===== config.mk =====
export PLATFORM = sky130hd
export DESIGN_NAME = rx_ring_fifo_with_notify_top
export DESIGN_NICKNAME = d
export VERILOG_FILES = /design/src/sv/rxrf_pkg.sv /design/src/sv/rx_ring_fifo_with_notify_top.sv /design/src/sv/rxrf_ctrl.sv /design/src/sv/rxrf_dp.sv
export SDC_FILE = /design/constraint.sdc
export NUM_CORES = 1
export LEC_CHECK = 0
export BUFFER_PORTS_ARGS = -buffer_cell sky130_fd_sc_hd__buf_2
export CELL_PAD_IN_SITES_DETAIL_PLACEMENT = 1
export CELL_PAD_IN_SITES_GLOBAL_PLACEMENT = 2
export CORE_MARGIN = 1.5
export CORE_UTILIZATION = 42
export CTS_CLUSTER_SIZE = 30
export DETAILED_ROUTE_END_ITERATION = 16
export GPL_TIMING_DRIVEN = 1
export PLACE_DENSITY_LB_ADDON = 0.1
export SLEW_MARGIN = 20
export SYNTH_ARGS = -nofsm -noshare
export SYNTH_HDL_FRONTEND = slang
export SYNTH_SLANG_ARGS = --single-unit

===== constraint.sdc =====
create_clock -name i_clk -period 7.7 [get_ports i_clk]
set_clock_uncertainty 0.15 [all_clocks]
set_input_delay 1.54 -clock i_clk [delete_from_list [all_inputs] [get_ports i_clk]]
set_output_delay 1.54 -clock i_clk [all_outputs]
set_load 0.02 [all_outputs]

===== src/sv/rxrf_pkg.sv =====
// rxrf_pkg: shared types, constants and widths for the receive ring fifo
// no dependencies; imported by every rxrf module and the top level
`timescale 1ns / 1ps

package rxrf_pkg;

    localparam int DEPTH  = 8;
    localparam int ADDR_W = (DEPTH > 1) ? $clog2(DEPTH) : 1;
    localparam int CNT_W  = $clog2(DEPTH + 1);

    localparam logic [1:0] OP_PUSH  = 2'd0;
    localparam logic [1:0] OP_POP   = 2'd1;
    localparam logic [1:0] OP_FLUSH = 2'd2;

    typedef struct packed {
        logic [1:0] operation;
        logic [7:0] rx_byte;
    } t_rx_in;

    typedef struct packed {
        logic [7:0] read_data;
        logic       status;
        logic       overflow;
        logic       notify;
        logic [7:0] notify_target;
        logic [3:0] fill_level;
        logic [3:0] peak_level;
    } t_rx_out;

    // controller to datapath
    typedef struct packed {
        logic capture;
        logic exec;
    } t_dp_cmd;

    // datapath to controller / checks
    typedef struct packed {
        logic empty;
        logic full;
    } t_dp_status;

endpackage


===== src/sv/rx_ring_fifo_with_notify_top.sv =====
// rx_ring_fifo_with_notify_top: receive ring fifo with not-empty notice
// flow: the input transfer is captured into the op and byte registers, and the
//   result is registered at the execute step; a waiting result holds the execute step
// one item in flight: a new item is taken only after the last one has executed
// reset: synchronous active-low; clears count, read position, peak, consumer id
// depends on rxrf_pkg, rxrf_ctrl, rxrf_dp
`timescale 1ns / 1ps

module rx_ring_fifo_with_notify_top (
    input  logic              i_clk,
    input  logic              i_rst_n,
    input  logic              i_in_valid,
    output logic              o_in_ready,
    input  rxrf_pkg::t_rx_in  i_in_data,
    output logic              o_out_valid,
    input  logic              i_out_ready,
    output rxrf_pkg::t_rx_out o_out_data,
    input  logic              i_cfg_wr_en,
    input  logic [7:0]        i_cfg_wr_data
);
    import rxrf_pkg::*;

    t_dp_cmd    w_cmd;
    t_dp_status w_status;

    rxrf_ctrl u_ctrl (
        .i_clk       (i_clk),
        .i_rst_n     (i_rst_n),
        .i_in_valid  (i_in_valid),
        .o_in_ready  (o_in_ready),
        .o_out_valid (o_out_valid),
        .i_out_ready (i_out_ready),
        .o_cmd       (w_cmd)
    );

    rxrf_dp u_dp (
        .i_clk         (i_clk),
        .i_rst_n       (i_rst_n),
        .i_cmd         (w_cmd),
        .i_in_data     (i_in_data),
        .i_cfg_wr_en   (i_cfg_wr_en),
        .i_cfg_wr_data (i_cfg_wr_data),
        .o_result      (o_out_data),
        .o_status      (w_status)
    );

    a_not_full_and_empty: assert property (@(posedge i_clk) disable iff (!i_rst_n)
        !(w_status.empty && w_status.full))
        else $error("count reads both empty and full");

    a_one_in_flight: assert property (@(posedge i_clk) disable iff (!i_rst_n)
        i_in_valid && o_in_ready |=> !o_in_ready)
        else $error("second item taken before the first executed");

    a_notify_level: assert property (@(posedge i_clk) disable iff (!i_rst_n)
        o_out_valid && o_out_data.notify |-> o_out_data.fill_level == 4'd1)
        else $error("notice without a fill level of one");

    a_overflow_alone: assert property (@(posedge i_clk) disable iff (!i_rst_n)
        o_out_valid && o_out_data.overflow |-> !o_out_data.notify && !o_out_data.status)
        else $error("overflow combined with another flag");

endmodule


===== src/sv/rxrf_ctrl.sv =====
// rxrf_ctrl: two-state sequencer, capture then execute, plus output valid
// depends on rxrf_pkg for the command struct
`timescale 1ns / 1ps

module rxrf_ctrl (
    input  logic                i_clk,
    input  logic                i_rst_n,
    input  logic                i_in_valid,
    output logic                o_in_ready,
    output logic                o_out_valid,
    input  logic                i_out_ready,
    output rxrf_pkg::t_dp_cmd   o_cmd
);
    import rxrf_pkg::*;

    localparam logic S_IDLE = 1'b0;
    localparam logic S_EXEC = 1'b1;

    logic r_state;
    logic n_state;
    logic r_out_valid;
    logic n_out_valid;
    logic w_exec;

    assign o_in_ready  = (r_state == S_IDLE);
    assign o_out_valid = r_out_valid;

    // result slot must be free (or draining) before the item executes
    assign w_exec = (r_state == S_EXEC) && (!r_out_valid || i_out_ready);

    assign o_cmd.capture = (r_state == S_IDLE) && i_in_valid;
    assign o_cmd.exec    = w_exec;

    always_comb begin
        n_state = r_state;
        unique case (r_state)
            S_IDLE: begin
                if (i_in_valid) begin
                    n_state = S_EXEC;
                end
            end
            S_EXEC: begin
                if (w_exec) begin
                    n_state = S_IDLE;
                end
            end
            default: n_state = S_IDLE;
        endcase
    end

    always_comb begin
        n_out_valid = r_out_valid;
        if (w_exec) begin
            n_out_valid = 1'b1;
        end else if (i_out_ready) begin
            n_out_valid = 1'b0;
        end
    end

    always_ff @(posedge i_clk) begin
        if (!i_rst_n) begin
            r_state     <= S_IDLE;
            r_out_valid <= 1'b0;
        end else begin
            r_state     <= n_state;
            r_out_valid <= n_out_valid;
        end
    end

endmodule


===== src/sv/rxrf_dp.sv =====
// rxrf_dp: byte store, pointers, counters, consumer register and result register
// depends on rxrf_pkg for widths, op codes and payload structs
`timescale 1ns / 1ps

module rxrf_dp (
    input  logic                 i_clk,
    input  logic                 i_rst_n,
    input  rxrf_pkg::t_dp_cmd    i_cmd,
    input  rxrf_pkg::t_rx_in     i_in_data,
    input  logic                 i_cfg_wr_en,
    input  logic [7:0]           i_cfg_wr_data,
    output rxrf_pkg::t_rx_out    o_result,
    output rxrf_pkg::t_dp_status o_status
);
    import rxrf_pkg::*;

    logic [7:0]        r_mem [DEPTH];
    logic [7:0]        r_rd_data;
    logic [1:0]        r_op;
    logic [7:0]        r_byte;
    logic [CNT_W-1:0]  r_count;
    logic [CNT_W-1:0]  n_count;
    logic [ADDR_W-1:0] r_rd_pos;
    logic [ADDR_W-1:0] n_rd_pos;
    logic [CNT_W-1:0]  r_peak;
    logic [CNT_W-1:0]  n_peak;
    logic [7:0]        r_consumer;
    t_rx_out           r_result;
    t_rx_out           n_result;
    logic              w_empty;
    logic              w_full;
    logic              w_wr_en;
    logic [ADDR_W:0]   w_slot_sum;
    logic [ADDR_W-1:0] w_wr_slot;
    logic [CNT_W-1:0]  w_count_inc;

    assign w_empty     = (r_count == '0);
    assign w_full      = (r_count == CNT_W'(DEPTH));
    assign w_count_inc = r_count + CNT_W'(1);

    // tail slot: read position plus count, wrapped once
    assign w_slot_sum = {1'b0, r_rd_pos} + (ADDR_W + 1)'(r_count);
    assign w_wr_slot  = (w_slot_sum >= (ADDR_W + 1)'(DEPTH))
                        ? ADDR_W'(w_slot_sum - (ADDR_W + 1)'(DEPTH))
                        : ADDR_W'(w_slot_sum);

    assign w_wr_en = i_cmd.exec && (r_op == OP_PUSH) && !w_full;

    always_comb begin
        n_count  = r_count;
        n_rd_pos = r_rd_pos;
        n_peak   = r_peak;
        n_result = '0;
        unique case (r_op)
            OP_PUSH: begin
                if (w_full) begin
                    n_result.overflow = 1'b1;
                end else begin
                    n_count = w_count_inc;
                    if (w_empty) begin
                        n_result.notify        = 1'b1;
                        n_result.notify_target = r_consumer;
                    end
                    if (r_peak < w_count_inc) begin
                        n_peak = w_count_inc;
                    end
                end
            end
            OP_POP: begin
                if (w_empty) begin
                    n_result.status = 1'b1;
                end else begin
                    n_result.read_data = r_rd_data;
                    n_count            = r_count - CNT_W'(1);
                    n_rd_pos = (r_rd_pos == ADDR_W'(DEPTH - 1))
                               ? '0 : r_rd_pos + ADDR_W'(1);
                end
            end
            OP_FLUSH: begin
                n_count = '0;
            end
            default: begin
            end
        endcase
        n_result.fill_level = 4'(n_count);
        n_result.peak_level = 4'(n_peak);
    end

    // byte store: one write port, registered read at the read position
    always_ff @(posedge i_clk) begin
        if (w_wr_en) begin
            r_mem[w_wr_slot] <= r_byte;
        end
        r_rd_data <= r_mem[r_rd_pos];
    end

    always_ff @(posedge i_clk) begin
        if (i_cmd.capture) begin
            r_op   <= i_in_data.operation;
            r_byte <= i_in_data.rx_byte;
        end
        if (i_cmd.exec) begin
            r_result <= n_result;
        end
    end

    always_ff @(posedge i_clk) begin
        if (!i_rst_n) begin
            r_count    <= '0;
            r_rd_pos   <= '0;
            r_peak     <= '0;
            r_consumer <= '0;
        end else begin
            if (i_cmd.exec) begin
                r_count  <= n_count;
                r_rd_pos <= n_rd_pos;
                r_peak   <= n_peak;
            end
            if (i_cfg_wr_en) begin
                r_consumer <= i_cfg_wr_data;
            end
        end
    end

    assign o_result       = r_result;
    assign o_status.empty = w_empty;
    assign o_status.full  = w_full;

endmodule

Word-level counts from Yosys, hierarchy flattened
Memory sizes are Yosys's and may differ from the RTL's. A register that Yosys moved wholly into a read port is not among the register bits.
Cells that the tools add are included.
Cells by class
  $add $sub $neg: 5
  $lt $le $gt $ge: 2
  equal/unequal tests: 4
  multiplexer cells: 18
  bitwise gates (word level): 4
  reductions and logical operators: 14
Operators with widths (count)
  $mux W4: 5
  $pmux W4 S3: 1
  $mux W9: 1
  $mux W1: 8
  $mux W3: 2
  $add A3 B4 Y4: 1
  $add A4 B1 Y4 const B: 1
  $eq A4 B4 Y1 const B: 1
  $ge A4 B4 Y1 const B: 1
  $logic_and A1 B1 Y1: 4
  $logic_not A4 Y1: 1
  $lt A4 B4 Y1: 1
  $not A1 Y1: 4
  $reduce_or A2 Y1: 2
  $sub A4 B1 Y4 const B: 1
  $add A3 B1 Y3 const B: 1
  $eq A3 B3 Y1 const B: 1
  $reduce_and A3 Y1: 1
  $reduce_or A3 Y1: 1
  $sub A3 B1 Y3 const B: 1
  $eq A2 B1 Y1 const B: 1
  $eq A2 B2 Y1 const B: 1
  $logic_not A1 Y1: 2
  $logic_not A2 Y1: 1
  other kinds (3): 3
Word-level totals
  bits in registers: 58
  memory bits (writable): 64
  input port bits: 23
  output and inout port bits: 29
  logic and storage cells: 63
  memories: 1
Memory list
  u_dp.r_mem: depth 8, width 8, read ports 1, clocked after Yosys merged registers in 1, write ports 1, RTL line rxrf_dp.sv:17  | logic [7:0] r_mem [DEPTH];

Depth between registers and ports, before layout
Gate-level depths: netlist (run 1).
  depth in word-level cells: 7
  mapped depth: 9
  gate-level depth less buffers: 9

Cells and area by module
A second synthesis (run 1) with hierarchy kept.
Unflattened totals
  cell total of the unflattened synthesis: 339
  area, all modules: 5251.3 µm²
Modules (own cells, without submodules)
  rxrf_dp: times used 1, cells each 329, area an instance 5141.2 µm², seq. area each 3573.4 µm²
  rxrf_ctrl: times used 1, cells each 10, area an instance 110.1 µm², seq. area each 40.0 µm²

Worst setup path before layout (run 1)
No wires, ideal clock.
  path kind: input -> register
  from: input port i_out_ready
  to: memory u_dp.r_mem[4][0] (enable)
  library setup time: 0.398 ns
  arrival time: 3.352 ns
  required time: 7.152 ns
  path slack: 3.800 ns
  cell stages on the path: 5
  path buffers: 0
  cell sequence: nand2b_1 > nand2_1 > inv_2 > nand2_1 > nor4b_1
On the way
  word-level cells in the longest chain between the ends: 6
Ends and longest elaborated chain
  start: declaration: RTL line rx_ring_fifo_with_notify_top.sv:16  | input logic i_out_ready,
  $logic_or A1 B1 Y1: RTL line rxrf_ctrl.sv:29  | assign w_exec = (r_state == S_EXEC) && (!r_out_valid || i_out_ready);
  $logic_and A1 B1 Y1: RTL line rxrf_ctrl.sv:29
  $logic_and A1 B1 Y1 (2 in series): RTL line rxrf_dp.sv:47  | assign w_wr_en = i_cmd.exec && (r_op == OP_PUSH) && !w_full;
  $mux W1: RTL line rxrf_dp.sv:91  | if (w_wr_en) begin
  $mux W1 (not written as such): RTL line rxrf_dp.sv:92  | r_mem[w_wr_slot] <= r_byte;
  end: declaration: RTL line rxrf_dp.sv:17
Every way passes these cells.

Worst setup path in the final report (run 1)
  from: register u_dp.r_rd_pos[1]
  to: memory u_dp.r_mem[7][3] (enable)
On the way
  word-level cells in the longest chain between the ends: 3
  elaborated cells on any way between the ends: 4
  classes of those cells: add/sub (2); order compare (1); mux (1)
Ends and longest elaborated chain
  start: declaration: RTL line rxrf_dp.sv:23  | logic [ADDR_W-1:0] r_rd_pos;
  start signal: assignment: RTL line rxrf_dp.sv:116  | r_rd_pos <= n_rd_pos;
  $add A3 B4 Y4 *: RTL line rxrf_dp.sv:42  | assign w_slot_sum = {1'b0, r_rd_pos} + (ADDR_W + 1)'(r_count);
  $ge A4 B4 Y1 or $sub A3 B1 Y3 (tied branches): RTL line rxrf_dp.sv:43, rxrf_dp.sv:44
  $mux W3 *: RTL line rxrf_dp.sv:44  | ? ADDR_W'(w_slot_sum - (ADDR_W + 1)'(DEPTH))
Every way passes the cells marked *; elsewhere a longest branch is shown, timed or not.

==> results of run 1 <==
==> cells in the mapped netlist, drive strengths merged (10+ instances only) <==
master / instances / area (um2)
mux4: 16 / 360
mux2i: 12 / 120
nand2: 15 / 56.3
mux2: 10 / 113
nor2: 16 / 60.1
and2: 10 / 62.6
o21ai: 10 / 50.1
edfxtp: 101 / 3030
inv: 11 / 41.3
nor2b: 10 / 62.6
dfxtp: 29 / 581
==> area by class of cell <==
cell class              instances  area, um2
fillers                      1188       5870
flip-flops and latches        130       3610
multi-input cells             171       1480
clock buffers                  20        437
repair buffers                 57        300
well taps                     147        184
clock inverters                11       90.1
inverters                      11       41.3
==> layer usage <==
layer,GRT usage (%),part of all wire [%],vias up
met5,0,0,-
met4,7.25,1.1,0
met3,4.76,3.6,11
met2,26.5,48,61
met1,23.6,48,1431
li1,-,-,1359
==> per-stage QoR <==
step	power, mW	utilization, %	hold slack, ns
2_1_floorplan	0.891	-	0.298
6_report	1.63	51.1	0.337
3_3_place_gp	0.930	46.7	0.324
4_1_cts	1.65	51.1	0.339
5_1_grt	1.69	51.1	0.353
3_5_place_dp	0.934	46.7	0.330
==> flip-flops by register name (all words and copies together) (netlist names) <==
name / cells
u_dp.r_mem: 64
u_dp.o_result: 27
u_dp.r_byte: 8
u_dp.r_consumer: 8
u_dp.r_rd_data: 8
u_dp.r_count: 4
u_dp.r_peak: 4
u_dp.r_rd_pos: 3
u_dp.r_op: 2
u_ctrl.o_out_valid: 1
u_ctrl.r_state: 1
==> power groups by stage <==
stage | sequential [mW] | clock, mW | combinational [mW]
final | 0.803 | 0.714 | 0.116
after global routing | 0.806 | 0.758 | 0.129
after global placement | 0.816 | 0 | 0.114
after CTS | 0.803 | 0.731 | 0.117
after floorplan | 0.820 | 0 | 0.0713
after detailed placement | 0.817 | 0 | 0.117
==> critical path, stage by stage, from the launching register on <==
cell and delay (ns):
dfxtp_1 0.98, inv_1 0.16, fa_1 0.48, xor2_1 0.17
xnor2_1 0.48, nand3_1 0.17, nor2_1 0.66
==> placed cells by master (no fill, tap or decap), drive strengths merged, types with 2 or more instances in the layout <==
master and n:
mux2i 12, xnor2 3, o21ba 3, nor3b 2, o211ai 2, nand2 15, nor4b 2, a211oi 2
nor3 5, and3 9, and2 10, mux2 10, mux4 16, dfxtp 29, nor4 2, buf 57
nor2b 10, clkinv 7, o31ai 2, a21oi 4, o21ai 10, edfxtp 101, xor2 2, a31oi 2
ha 6, nor2 16, clkinvlp 2, nand2b 5, inv 12, clkbuf 20, a21boi 4, nand3 4
==> cells by family (layout without fill, tap and decap cells) <==
family,Yosys count,after routing
buffers and inverters,26,99
AO/OA/AOI/OAI,36,36
AND/OR/NAND/NOR,85,85
adder cells (fa/ha/maj),7,7
XOR/XNOR,5,5
flip-flops,130,130
multiplexers,38,38
==> path summary, 6_finish.rpt <==
| path | start | endpoint | slack, ns | cells past startpoint |
|---|---|---|---|---|
| setup reg to reg | u_dp.r_rd_pos[1]$_SDFFE_PN0P_ | u_dp.r_mem[7][3]$_DFFE_PP_ | 4.08 | 6 |
| setup / recovery | u_dp.r_rd_pos[1]$_SDFFE_PN0P_ | u_dp.r_mem[7][3]$_DFFE_PP_ | 4.08 | 6 |
| hold / removal | u_dp.r_peak[1]$_SDFFE_PN0P_ | u_dp.r_peak[1]$_SDFFE_PN0P_ | 0.34 | 2 |
| hold reg to reg | u_dp.r_peak[1]$_SDFFE_PN0P_ | u_dp.r_peak[1]$_SDFFE_PN0P_ | 0.34 | 2 |
==> results.sh, run 1 <==
export IMPL_yosysSeqAreaShare_pct=69.6
export IMPL_antenna_cells=0
export IMPL_via_per_inst=5.23
export IMPL_cts_root_buf="clkbuf_16"
export IMPL_rsz0062_at_grt="no"
export IMPL_fin_tns_setup_ns=0
export IMPL_synth_cell_type_count=52
export IMPL_relSlewSlack_pct=32.3
export IMPL_post_cts_resized=0
export IMPL_synth_compound_area_share_pct=5.01
export IMPL_ctsHoldBuffers=0
export IMPL_cts_sinks=130
export IMPL_pre_cts_slack_ns=3.32
export IMPL_syn_cell_area_um2=5190
export IMPL_area_growth_syn_to_layout_pct=18.3
export IMPL_p_leak_nw=2.24
export IMPL_fin_cells=547
export IMPL_fin_area_um2=6140
export IMPL_final_hold_viol_count=0
export IMPL_clockPowerShare_pct=43.8
export IMPL_ir_drop_mv=0.169
export IMPL_seqPwrFrac_pct=49.2
export IMPL_ant_nets=0
export IMPL_drtIter0Drc=192
export IMPL_endpoint_kind="flop"
export IMPL_power_density_nw_per_um2=266
export IMPL_report_final_slew_viol_count=0
export IMPL_io_pins=52
export IMPL_place_area_um2=5610
export IMPL_grt_pass1_vias=3003
export IMPL_fin_crit_sh_pct=47.1
export IMPL_intPower_mw=1.27
export IMPL_async_flop_share_pct=0
export IMPL_post_cts_setup_buffers=0
export IMPL_syn_num_nets=357
export IMPL_wirelength_um=10300
export IMPL_status="completed"
export IMPL_combPwrFrac_pct=7.1
export IMPL_dieArea_um2=13000
export IMPL_ys_flop_type="edfxtp_1"
export IMPL_synth_mux_area_share_pct=11.4
export IMPL_max_freq_ghz=0.276
export IMPL_path_max_fanout=19
export IMPL_crit_arrival_ns=3.51
export IMPL_hold_class="flop to flop"
export IMPL_core_um2=12000
export IMPL_netlist_instances=327
export IMPL_cts_max_path_buffers=2
export IMPL_numCtsBuffers=17
export IMPL_grt_max_degree=37
export IMPL_synth_top_family_by_area="multiplexers"
export IMPL_dp_cells=516
export IMPL_die_h_um=114
export IMPL_finalWorstSetupSlack_ns=4.08
export IMPL_grt_overflow_total=0
export IMPL_crit_type="flop to flop"
export IMPL_dp_hpwl_um=6960
export IMPL_drt_wirelength_per_cell_um=18.9
export IMPL_portBuffers=51
export IMPL_yosys_area_share_simple_pct=8.97
export IMPL_vias=2862
export IMPL_swShare_pct=22.5
export IMPL_rows=40
export IMPL_setup_viol=0
export IMPL_synth_edf_count=101
export IMPL_ys_ff_latch=130
export IMPL_fin_crit_ns=3.62
export IMPL_clk_pin_slew_worst_paths_ns=0.05
export IMPL_antenna_found_initial=0
export IMPL_dr_pass1_iters=4
export IMPL_die_x_um=114
export IMPL_grt_total_usage_pct=17.4
export IMPL_synthXorXnorAreaFrac_pct=0.988
export IMPL_startpoint_type="flop"
export IMPL_net_switching_power_mw=0.367
export IMPL_syn_area_per_cell_um2=15.9
export IMPL_cts_tree="yes"
export IMPL_drc_errors=0
export IMPL_clock_latency_ns=0.41
export IMPL_h_tree_depth=4
export IMPL_gp_congestion=0.739
export IMPL_drive_gt1_share_pct=29.3
export IMPL_worstMarginPinSlew_ns=1.01
export IMPL_start_util_pct=43.2
export IMPL_grt_pass1_wl_um=16300
export IMPL_yosysWarnings=0
export IMPL_fin_nets=418
export IMPL_synthAdderAreaFrac_pct=1.83
export IMPL_cp_required_ns=7.59
export IMPL_drv_cap=0
(Power assumes the default switching activity.)
==> run 2: changes to the inputs <==
--- a/config.mk
+++ b/config.mk
@@ -5,11 +5,12 @@
 export SDC_FILE = /design/constraint.sdc
 export NUM_CORES = 1
 export LEC_CHECK = 0
+export ABC_AREA = 1
 export BUFFER_PORTS_ARGS = -buffer_cell sky130_fd_sc_hd__buf_2
 export CELL_PAD_IN_SITES_DETAIL_PLACEMENT = 1
 export CELL_PAD_IN_SITES_GLOBAL_PLACEMENT = 2
 export CORE_MARGIN = 1.5
-export CORE_UTILIZATION = 42
+export CORE_UTILIZATION = 35
 export CTS_CLUSTER_SIZE = 30
 export DETAILED_ROUTE_END_ITERATION = 16
 export GPL_TIMING_DRIVEN = 1
==> constraint.sdc (replaced) <==
create_clock -name i_clk -period 3.3 [get_ports i_clk]
set_clock_uncertainty 0.15 [all_clocks]
set_input_delay 0.66 -clock i_clk [delete_from_list [all_inputs] [get_ports i_clk]]
set_output_delay 0.66 -clock i_clk [all_outputs]
set_load 0.02 [all_outputs]
==> run 2 against run 1 <==
Routed wire length increased by 20%. Clock power increased to 2.5 times the previous value. Fmax increased by 35%. Flip-flop and latch count unchanged. Synthesized cell count increased by 38%. Cell count increased by 30%. Sequential share of layout area decreased by 0.52 points. Worst hold slack got worse by 0.070 ns. Global-route usage decreased by 0.41 points. Highest routed layer unchanged.
==> results.sh, run 2 <==
export IMPL_worstMarginPinSlew_ns=0.963
export IMPL_largest_reg_flops=64
export IMPL_place_area_um2=5630
export IMPL_fin_cells=711
export IMPL_final_hold_viol_count=0
export IMPL_via_per_inst=4.88
export IMPL_cts_sinks=130
export IMPL_fillers=1598
export IMPL_synthTopCellsByArea="edfxtp_1 (59%), dfxtp_1 (11%), nor2_1 (4.8%), o21ai_0 (4.6%), nand2_1 (4.6%)"
export IMPL_portBuffers=51
export IMPL_grt_pass1_wl_um=19700
export IMPL_ys_ff_latch=130
export IMPL_core_um2=14500
export IMPL_numCtsBuffers=17
export IMPL_path_max_fanout=10
export IMPL_drv_cap=0
export IMPL_cts_max_path_buffers=2
export IMPL_setup_viol=0
export IMPL_pre_cts_slack_ns=0.626
export IMPL_synth_top_area_cell="edfxtp_1"
export IMPL_post_cts_resized=0
export IMPL_grt_max_degree=36
export IMPL_grt_overflow_total=0
export IMPL_h_tree_depth=4
export IMPL_synth_commonest_cells="edfxtp_1 (101), nor2_1 (66), nand2_1 (64), o21ai_0 (48), inv_1 (41)"
export IMPL_fin_nets=544
export IMPL_yosysWarnings=0
export IMPL_layout_commonest_cell="edfxtp_1"
export IMPL_antenna_cells=0
export IMPL_grt_total_usage_pct=17.0
export IMPL_syn_cell_area_um2=5170
export IMPL_dp_cells=679
export IMPL_cts_tree="yes"
export IMPL_grt_pass1_vias=3578
export IMPL_ant_nets=0
export IMPL_fin_tns_setup_ns=0
export IMPL_synth_edf_count=101
export IMPL_max_freq_ghz=0.373
export IMPL_clk_pin_slew_worst_paths_ns=0.06
export IMPL_power_density_nw_per_um2=630
export IMPL_hold_class="primary input to flop"
export IMPL_dieArea_um2=15500
export IMPL_netlist_area_leader_share_pct=58.7
export IMPL_syn_num_nets=482
export IMPL_fin_area_um2=6200
export IMPL_rsz0062_at_grt="no"
export IMPL_rows=44
export IMPL_wirelength_um=12400
export IMPL_largest_register="u_dp.r_mem"
export IMPL_syn_area_per_cell_um2=11.4
export IMPL_relSlewSlack_pct=35.7
export IMPL_hold_slack_ns=0.267
export IMPL_synth_cell_type_count=32
export IMPL_area_growth_syn_to_layout_pct=19.8
export IMPL_fin_util_pct=42.8
export IMPL_start_util_pct=35.7
export IMPL_ys_flop_type="edfxtp_1"
export IMPL_status="completed"
export IMPL_netlist_instances=452
export IMPL_drc_errors=0
export IMPL_ir_drop_mv=0.359
export IMPL_final_cell_mix="edfxtp_1 (101), nor2_1 (66), nand2_1 (64)"
export IMPL_dr_pass1_iters=4
export IMPL_drtIter0Drc=296
export IMPL_ctsHoldBuffers=0
export IMPL_drive_gt1_share_pct=20.1
export IMPL_p_leak_nw=2.42
export IMPL_crit_type="flop to flop"
export IMPL_finalWorstSetupSlack_ns=0.617
export IMPL_cts_root_buf="clkbuf_16"
export IMPL_post_cts_setup_buffers=0
export IMPL_yosysSeqAreaShare_pct=69.9
export IMPL_clock_latency_ns=0.42
export IMPL_gp_congestion=0.770
export IMPL_report_final_slew_viol_count=0
export IMPL_finalPower_mw=3.91
export IMPL_die_h_um=125
export IMPL_async_flop_share_pct=0
export IMPL_io_pins=52
export IMPL_endpoint_kind="flop"
export IMPL_dp_hpwl_um=8630
export IMPL_die_x_um=125
export IMPL_synth_most_common_cell="edfxtp_1"
export IMPL_antenna_found_initial=0
export IMPL_fin_crit_ns=2.68
export IMPL_vias=3472
export IMPL_cp_required_ns=3.20
export IMPL_startpoint_type="flop"
export IMPL_fin_crit_sh_pct=81.3
export IMPL_crit_arrival_ns=2.58
export IMPL_drt_wirelength_per_cell_um=17.4
run 2: changes by cell type in the layout (fill, tap and decap cells not counted), sizes merged, moves of 7 or more:
cell / before / now
nand2: 15 / 70
nor2: 16 / 70
o21ai: 10 / 50
inv: 12 / 51
mux4: 16 / 0
o22ai: 0 / 16
nand3: 4 / 18
a21oi: 4 / 17
mux2i: 12 / 0
mux2: 10 / 0
nor2b: 10 / 0
and3: 9 / 0
and2: 10 / 3
run 2: cell type report:
type / instances / area (um2) / area share (%)
inverters: 50 / 195 / 3.15
well taps: 184 / 230 / 3.72
clock buffers: 18 / 429 / 6.93
repair buffers: 56 / 293 / 4.73
flip-flops and latches: 130 / 3610 / 58.3
clock inverters: 14 / 138 / 2.22
multi-input cells: 259 / 1300 / 20.9
run 2: routing by layer:
layer | track usage, % | vias up | part of all wire (%)
li1 | - | 1676 | -
met1 | 24.1 | 1670 | 48
met5 | 0 | - | 0
met2 | 24.6 | 104 | 44
met3 | 4.55 | 22 | 6.2
met4 | 6.96 | 0 | 1.7
run 2: path summary, 6_finish.rpt:
check	startpoint	slack [ns]	end	cells past startpoint
worst min-delay path	i_in_data[0]	0.27	u_dp.r_byte[0]$_DFFE_PP_	1
worst max register to register	u_dp.r_count[0]$_SDFFE_PN0P_	0.62	u_dp.r_mem[6][3]$_DFFE_PP_	9
worst min register to register	u_dp.r_consumer[5]$_SDFFE_PN0P_	0.30	u_dp.r_consumer[5]$_SDFFE_PN0P_	2
worst max-delay path	u_dp.r_count[0]$_SDFFE_PN0P_	0.62	u_dp.r_mem[6][3]$_DFFE_PP_	9
run 2: worst max-delay path, stage by stage (launching register included):
cell and delay, ns:
dfxtp_1 0.57, inv_2 0.13, ha_1 0.30, nand3_2 0.14, inv_2 0.06, nor2_4 0.11
inv_2 0.07, nor2_4 0.13, nand2_2 0.10, nor2_1 0.55
run 2: cell families (layout without fill, tap and decap cells):
kind of cell | Yosys count | count (layout) | share of synthesized area (%)
AND/OR/NAND/NOR | 165 | 165 | 14.0
XOR/XNOR | 2 | 2 | 0.339
buffers and inverters | 63 | 138 | 5.01
adder cells (fa/ha/maj) | 7 | 7 | 1.84
flip-flops | 130 | 130 | 69.9
AO/OA/AOI/OAI | 85 | 85 | 8.88
run 2: power breakdown:
part | leakage [nW] | internal [mW] | total [mW] | switching [mW]
Sequential | 1.17 | 1.83 | 1.86 | 0.0372
Combinational | 0.981 | 0.0728 | 0.238 | 0.165
Clock | 0.267 | 1.10 | 1.80 | 0.700
Total | 2.42 | 3.00 | 3.91 | 0.903
